**config.mk**
```make
export PLATFORM = sky130hd
export DESIGN_NAME = learning_bridge_mac_table_unit
export DESIGN_NICKNAME = d
export VERILOG_FILES = /design/src/sv/lbmt_pkg.sv /design/src/sv/learning_bridge_mac_table_unit.sv
export SDC_FILE = /design/constraint.sdc
export NUM_CORES = 2
export LEC_CHECK = 0
export CAP_MARGIN = 20
export CORE_MARGIN = 3
export CORE_UTILIZATION = 59
export DETAILED_ROUTE_END_ITERATION = 7
export DONT_BUFFER_PORTS = 1
export PLACE_DENSITY_LB_ADDON = 0.1
export SLEW_MARGIN = 20
export SYNTH_ARGS = -nofsm -noshare
export SYNTH_HDL_FRONTEND = slang
export SYNTH_SLANG_ARGS = --single-unit
```
**constraint.sdc**
```tcl
create_clock -name clk -period 6 [get_ports clk]
set_clock_uncertainty 0.05 [all_clocks]
set_input_delay 0.6 -clock clk [delete_from_list [all_inputs] [get_ports clk]]
set_output_delay 0.6 -clock clk [all_outputs]
set_load 0.005 [all_outputs]
```
**src/sv/lbmt_pkg.sv**
```systemverilog
// Shared types and constants for the learning bridge MAC table.
package lbmt_pkg;

	localparam int TABLE_ENTRIES = 16;
	localparam int PORT_COUNT    = 16;

	localparam int MAC_W   = 48;
	localparam int PORT_W  = 4;
	localparam int AGE_W   = 16;
	localparam int PCMP_W  = 9;

	localparam logic [AGE_W-1:0] AGE_MAX       = '1;
	localparam logic [AGE_W-1:0] TIMEOUT_RESET = AGE_W'(15);

	typedef enum logic {
		OP_FRAME = 1'b0,
		OP_TICK  = 1'b1
	} opcode_t;

	typedef logic [MAC_W-1:0]  mac_t;
	typedef logic [PORT_W-1:0] port_t;
	typedef logic [AGE_W-1:0]  age_t;

endpackage

```
**src/sv/learning_bridge_mac_table_unit.sv**
```systemverilog
// Learning bridge MAC table with aging: top level.
// Takes one request per cycle (frame header or aging tick) and gives one result per frame,
// registered in the input register and then in the result register; a tick gives none.
// All 16 entries are compared against source and destination in parallel between the input
// and result registers, so the table is learned, looked up and aged with no stall of its
// own; input stalls only while a finished result waits and the next frame is ready behind it.
// aging_timeout resets to 15; user writes with cfg_wr_en high only while idle, unchecked.
module learning_bridge_mac_table_unit import lbmt_pkg::*; (
	input  logic        clk,
	input  logic        arst_n,
	input  logic        cfg_wr_en,
	input  logic [15:0] cfg_wr_data,
	input  logic        in_valid,
	output logic        in_ready,
	input  logic        opcode,
	input  logic [47:0] src_mac,
	input  logic [47:0] dst_mac,
	input  logic [3:0]  ingress_port,
	output logic        out_valid,
	input  logic        out_ready,
	output logic [3:0]  out_port,
	output logic        flood,
	output logic        learn_full
);

	age_t timeout_q;

	logic  vld_s1;
	logic  op_s1;
	mac_t  src_s1;
	mac_t  dst_s1;
	port_t port_s1;

	mac_t                     entry_mac_q  [TABLE_ENTRIES];
	port_t                    entry_port_q [TABLE_ENTRIES];
	age_t                     entry_age_q  [TABLE_ENTRIES];
	logic [TABLE_ENTRIES-1:0] entry_valid_q;

	logic  out_valid_q;
	port_t out_port_q;
	logic  flood_q;
	logic  learn_full_q;

	logic                     proceed;
	logic                     do_frame;
	logic                     do_tick;
	logic                     port_ok;
	logic [TABLE_ENTRIES-1:0] src_hit;
	logic [TABLE_ENTRIES-1:0] dst_hit_old;
	logic [TABLE_ENTRIES-1:0] free_vec;
	logic [TABLE_ENTRIES-1:0] free_first;
	logic [TABLE_ENTRIES-1:0] learn_vec;
	logic [TABLE_ENTRIES-1:0] dst_vec;
	logic                     src_any;
	logic                     learn_en;
	logic                     full;
	logic                     same;
	logic                     dst_found;
	port_t                    port_old;
	port_t                    port_lookup;
	age_t                     age_inc [TABLE_ENTRIES];

	assign proceed  = vld_s1 && (op_s1 == OP_TICK || !out_valid_q || out_ready);
	assign in_ready = !vld_s1 || proceed;
	assign do_frame = proceed && op_s1 == OP_FRAME;
	assign do_tick  = proceed && op_s1 == OP_TICK;

	always_ff @(posedge clk or negedge arst_n) begin
		if (!arst_n) begin
			timeout_q <= TIMEOUT_RESET;
		end else if (cfg_wr_en) begin
			timeout_q <= cfg_wr_data;
		end
	end

	always_ff @(posedge clk or negedge arst_n) begin
		if (!arst_n) begin
			vld_s1 <= 1'b0;
		end else if (in_ready) begin
			vld_s1 <= in_valid;
		end
	end

	always_ff @(posedge clk) begin
		if (in_ready && in_valid) begin
			op_s1   <= opcode;
			src_s1  <= src_mac;
			dst_s1  <= dst_mac;
			port_s1 <= ingress_port;
		end
	end

	always_comb begin
		port_old = '0;
		for (int i = 0; i < TABLE_ENTRIES; i++) begin
			src_hit[i]     = entry_valid_q[i] && entry_mac_q[i] == src_s1;
			dst_hit_old[i] = entry_valid_q[i] && entry_mac_q[i] == dst_s1;
			if (dst_hit_old[i]) begin
				port_old = port_old | entry_port_q[i];
			end
			age_inc[i] = (entry_age_q[i] == AGE_MAX) ? entry_age_q[i]
				: entry_age_q[i] + AGE_W'(1);
		end
		free_vec    = ~entry_valid_q;
		free_first  = free_vec & (~free_vec + TABLE_ENTRIES'(1));
		port_ok     = PCMP_W'(port_s1) < PCMP_W'(PORT_COUNT);
		src_any     = |src_hit;
		learn_en    = port_ok && (src_any || |free_vec);
		full        = port_ok && !src_any && !(|free_vec);
		learn_vec   = src_any ? src_hit : free_first;
		same        = learn_en && src_s1 == dst_s1;
		dst_vec     = same ? learn_vec : dst_hit_old;
		dst_found   = same || |dst_hit_old;
		port_lookup = same ? port_s1 : port_old;
	end

	always_ff @(posedge clk or negedge arst_n) begin
		if (!arst_n) begin
			entry_valid_q <= '0;
			for (int i = 0; i < TABLE_ENTRIES; i++) begin
				entry_age_q[i] <= '0;
			end
		end else if (do_tick) begin
			for (int i = 0; i < TABLE_ENTRIES; i++) begin
				if (entry_valid_q[i]) begin
					if (age_inc[i] >= timeout_q) begin
						entry_valid_q[i] <= 1'b0;
						entry_age_q[i]   <= '0;
					end else begin
						entry_age_q[i] <= age_inc[i];
					end
				end
			end
		end else if (do_frame) begin
			for (int i = 0; i < TABLE_ENTRIES; i++) begin
				if (learn_en && learn_vec[i]) begin
					entry_valid_q[i] <= 1'b1;
					entry_age_q[i]   <= '0;
				end
				if (dst_vec[i]) begin
					entry_age_q[i] <= '0;
				end
			end
		end
	end

	always_ff @(posedge clk) begin
		if (do_frame && learn_en) begin
			for (int i = 0; i < TABLE_ENTRIES; i++) begin
				if (learn_vec[i]) begin
					entry_mac_q[i]  <= src_s1;
					entry_port_q[i] <= port_s1;
				end
			end
		end
	end

	always_ff @(posedge clk or negedge arst_n) begin
		if (!arst_n) begin
			out_valid_q <= 1'b0;
		end else if (do_frame) begin
			out_valid_q <= 1'b1;
		end else if (out_ready) begin
			out_valid_q <= 1'b0;
		end
	end

	always_ff @(posedge clk) begin
		if (do_frame) begin
			out_port_q   <= dst_found ? port_lookup : '0;
			flood_q      <= !dst_found;
			learn_full_q <= full;
		end
	end

	assign out_valid  = out_valid_q;
	assign out_port   = out_port_q;
	assign flood      = flood_q;
	assign learn_full = learn_full_q;

endmodule

```
* Word level (Yosys, flattened, before mapping)
Memories as Yosys holds them, arrays and structs flattened.
Index checks and enable logic that the tools add are counted.
** Storage, ports and cells
- RAM bits :: 832
- Register bits after elaboration :: 397
- Memories :: 2
- Output and inout port bits :: 8
** Cells by class
- Mux-type cells :: 201
- Reduce and logical (&&, ||, !) cells :: 134
- $add $sub $neg :: 17
- Bitwise gates (word level) :: 19
- $lt $le $gt $ge :: 16
- Equality and inequality tests :: 65
** Memory list
- entry_mac_q :: depth 16, width 48, read ports 16, clocked after Yosys merged registers in 0, wr ports 16, line learning_bridge_mac_table_unit.sv:34 : mac_t entry_mac_q [TABLE_ENTRIES];
- entry_port_q :: depth 16, width 4, read ports 16, clocked after Yosys merged registers in 0, wr ports 16, line learning_bridge_mac_table_unit.sv:35 : port_t entry_port_q [TABLE_ENTRIES];
** Operators with widths (number)
- $eq A48 B48 Y1 :: 33
- $mux W16 :: 84
- $mux W256 :: 2
- $add A16 B1 Y16 const B :: 17
- $eq A16 B16 Y1 const B :: 16
- $ge A16 B16 Y1 :: 16
- $mux W1 :: 98
- $mux W4 :: 17
- $or A4 B4 Y4 :: 15
- $logic_and A1 B1 Y1 :: 55
- $reduce_and A3 Y1 :: 16
- $reduce_bool A3 Y1 :: 16
- $reduce_or A16 Y1 :: 3
- $reduce_bool A2 Y1 :: 18
- $ne A2 B2 Y1 const B :: 16
- $not A16 Y16 :: 2
- $reduce_and A2 Y1 :: 16
- $and A16 B16 Y16 :: 1
- $logic_not A1 Y1 :: 5
- $logic_or A1 B1 Y1 :: 5
- $not A1 Y1 :: 1

* Depth between registers and ports, before layout
An unclocked memory read counts as a cell.
- Depth in word-level cells :: 35
- Mapped depth :: 22

* Least setup slack after synthesis
OpenSTA, ideal clock, no wires.
- Path kind :: register to register
- Start point :: reg src_s1[17]
- End point :: mem entry_mac_q[0][192] (netlist name), enable pin
- Cell stages (with the launch flop) :: 13
- Arrival :: 5.155 ns
- Buffers on the path :: 3
- Slack :: 0.314 ns
- Cell sequence :: edfxtp_1 > buf_4 > buf_4 > nand2b_1 > nand3_1 > nor3_1 > nand4_1 > o2111ai_1 > nor4b_2 > nand2_4 > buf_4 > or3_1 > a21oi_1
** RTL lines
- from (decl) :: line learning_bridge_mac_table_unit.sv:30 : mac_t src_s1;
- from (signal assigned) :: line learning_bridge_mac_table_unit.sv:87 : src_s1 <= src_mac;
- to (decl) :: line learning_bridge_mac_table_unit.sv:34

* Worst setup path in the final report
- Start point :: reg src_s1[4]
- End point :: reg entry_age_q[77] (netlist name)
** Between the ends
- Word-level cells in the longest chain between the ends :: 9
- Elaborated cells between the ends (all ways) :: 44
- Classes of those cells :: 17 x eq/ne; 5 x mux; 22 x reduce/logical
** Ends and longest elaborated chain
- $eq A48 B48 Y1 :: line learning_bridge_mac_table_unit.sv:96 : src_hit[i] = entry_valid_q[i] && entry_mac_q[i] == src_s1;
- $logic_and A1 B1 Y1 :: line learning_bridge_mac_table_unit.sv:96
- $reduce_or A16 Y1 :: line learning_bridge_mac_table_unit.sv:107 : src_any = |src_hit;
- $logic_or A1 B1 Y1 :: line learning_bridge_mac_table_unit.sv:108 : learn_en = port_ok && (src_any || |free_vec);
- $logic_and A1 B1 Y1 :: line learning_bridge_mac_table_unit.sv:111 : same = learn_en && src_s1 == dst_s1;
- $mux W16 :: line learning_bridge_mac_table_unit.sv:112 : dst_vec = same ? learn_vec : dst_hit_old;
- $mux W16 :: line learning_bridge_mac_table_unit.sv:140 : if (dst_vec[i]) begin
- $mux W256 :: line learning_bridge_mac_table_unit.sv:134 : end else if (do_frame) begin
- $mux W256 :: line learning_bridge_mac_table_unit.sv:123 : end else if (do_tick) begin
- to (signal, indexed assignment) :: line learning_bridge_mac_table_unit.sv:130 : entry_age_q[i] <= age_inc[i];
- to (decl) :: line learning_bridge_mac_table_unit.sv:36 : age_t entry_age_q [TABLE_ENTRIES];
Several ways; a longest one is shown, not always the timed one. The select of a mux whose other input is x is not followed.
A chain may end at the register's enable or synchronous reset.

==> impl_metrics.toml <==
[run_status]
run_status = "finished with violations"
violations = "hold timing"

[floorplan]
die_w_microns = 353
die_area_sq_um = 125000
start_util_pct = 59.9
ios = 130
coreArea_sq_um = 119000
die_h_microns = 353
rows = 126

[synthesis]
synth_most_common_cell = "edfxtp_1"
syn-cell-area_sq_um = 71100
syn-num-nets = 6630
yosysTopAreaCellShare_pct = 39.7
synth-edff-count = 939
synthTopCellsByCount = "939 x edfxtp_1, 878 x xnor2_1, 715 x xor2_1, 336 x nand2_1, 298 x nand4_1"
ys_ff_latch = 1229
synth_area_per_cell_sq_um = 11.4
synth_cell_types = 89
yosys.area.top_type = "edfxtp_1"
synth_ff_type = "edfxtp_1"
async_flop_share_pct = 23.6
synth_cells = 6236
ys.warnings.count = 0
ys_seq_area_share_pct = 49.9
synthTopCellsByArea = "edfxtp_1 40%, xnor2_1 11%, dfrtp_1 10%"

[cts]
ctsLongestPathBuffers = 3
cts_sinks = 1229
htree_levels = 4
root_buffer = "clkbuf_16"
cts_tree = "built"
cts_inserted_buffers = 140
hold_buffers = 119
clkTransAtPathRegs_ps = 60
worstSkewPairLatency_ps = 810
post_cts_resized = 0

[sta]
finalCritPeriodShare_pct = 88.6
setup-tns-final_ps = 0
finalMaxSlewViolations = 0
min_period_ps = 5310
max_freq_mhz = 188
relSlewSlack_pct = 14.6
whs_ps = -540
tightest_slew_ps = 1280
finalHoldViolations = 290
setup_viol = 0
rsz0062_at_grt = "no"

[setup_path]
worst_setup_path_start_kind = "flip-flop"
cp_data_arrival_time_ps = 5940
crit_chain = "buf_4 > xnor2_1 > nand4_1 > nor4_1 > nand4_1 > o2111ai_1 > nor4_4 > nand3_2 > a21boi_0 > o31ai_4 > buf_4 > nor3b_1 > a21o_1"
worstPathRequired_ps = 6630
crit_buf_inv = 2
critPathMaxStageDelay_ps = 800
cp_top_family = "simple AND/OR/NAND/NOR gates"
critPathMaxFanout = 20
r2r_slack_ps = 690
slowest_stage = "o31ai_4"
end_kind = "flip-flop"
worstSetupPathType = "reg -> reg"

[finish]
final_area_sq_um = 79900
area_growth_pct = 12.4
final_nets = 6885
drive_gt1_share_pct = 8.80
utilization_pct = 67.3

[placement]
place.port_buffers = 0
gp_congestion = 1.02
hpwl_microns = 184000
placed_area_sq_um = 74000

[global_route]
grt_usage_pct = 43.0
grt_max_degree = 291
grt_pass1_vias = 52900
grt.overflow.total = 0
antenna_found_initial = 14
grt_pass1_wl_microns = 385000

[route]
drt_iter0_markers = 8516
wl_met3_microns = 35900
wl_met1_microns = 97200
antenna_left = 0
wirelength_microns = 273000
num_vias = 55100
drt-wirelength-per-cell_microns = 33.3
via_per_inst = 6.71
routed-wl-met2_microns = 115000
route.top_layer_used = "met5"
drc = 0
dr.pass1.iters = 8

[hold_path]
hp-class = "in -> async"

[pwr]
ir_drop_v = 0.000416
power_density_nw_per_um2 = 297
leakagePower_nw = 29.9

[run]
cap_violations = 0
cell type report:
cell class | count | area (sq um)
clock buffer | 182 | 3760
inverter | 212 | 796
tap | 1600 | 2000
multi-input combinational | 4510 | 33300
clock inverter | 75 | 852
fill | 8887 | 38800
antenna | 6 | 15.0
sequential | 1229 | 35500
timing repair buffer | 398 | 3680
placed cells by master (no fill, tap or decap), types with 213 or more instances in the layout:
cell and n:
buf_4 246, dfrtp_1 286, edfxtp_1 939, ha_1 272
nand2_1 336, nand4_1 298, nor2_1 238, nor4_1 213
xnor2_1 878, xor2_1 715
final timing paths:
check,startpoint,to,depth (start not counted)
worst max-delay path,src_s1[4],entry_age_q[77],13
worst min-delay path,arst_n,entry_age_q[59],0
worst max register to register,src_s1[4],entry_age_q[77],13
worst min register to register,entry_age_q[57],entry_age_q[57],2
max in group asynchronous,arst_n,entry_age_q[12],0
min in group clk,out_ready,out_valid,2
metrics by stage:
stage | hold WS (ps) | instances | worst slack, ps | total power, mW
after CTS | -578 | 8203 | 925 | 23.6
after global placement | 266 | 7827 | 1070 | 14.7
after floorplan | 254 | 6236 | 314 | 13.2
after detailed placement | 267 | 7827 | 982 | 14.8
final | -540 | 8212 | 686 | 23.8
after global routing | -555 | 8208 | 658 | 24.4
power breakdown:
part | total, mW | switching, mW | internal, mW
sequential | 10.5 | 0.711 | 9.77
combinational | 4.41 | 2.75 | 1.66
clock | 8.87 | 3.76 | 5.11
registers in the layout, indices dropped and copies added (netlist names):
name,count
entry_valid_q,16
learn_full,1
port_s1,4
src_s1,48
flood,1
entry_port_q,64
out_port,4
timeout_q,16
vld_s1,1
dst_s1,48
entry_age_q,256
op_s1,1
out_valid,1
entry_mac_q,768
routing by layer:
layer  up-vias  track usage (%)
met5         -                0
met4        10             30.1
li1      23300                -
met3      1186             12.1
met1     26600             54.4
met2      4075             64.0
logic make-up (layout without fill, tap and decap cells):
kind of cell / after synthesis / count (layout) / share of synthesized area [%]
xor+xnor: 1593 / 1593 / 19.6
mux: 70 / 70 / 1.05
fa+ha+maj: 272 / 272 / 4.79
simple gates: 1682 / 1682 / 12.5
other cells: 0 / 6 / 0
buf+inv: 497 / 867 / 3.44
flops: 1229 / 1229 / 49.9
compound gates: 893 / 893 / 8.70
timing repair:
| item | in CTS | in global routing |
|---|---|---|
| setup buffers | 0 | 0 |
| endpoints found under the hold margin | 408 | 290 |
| endpoints found under the setup margin | 0 | 0 |
(Power assumes the default switching activity.)
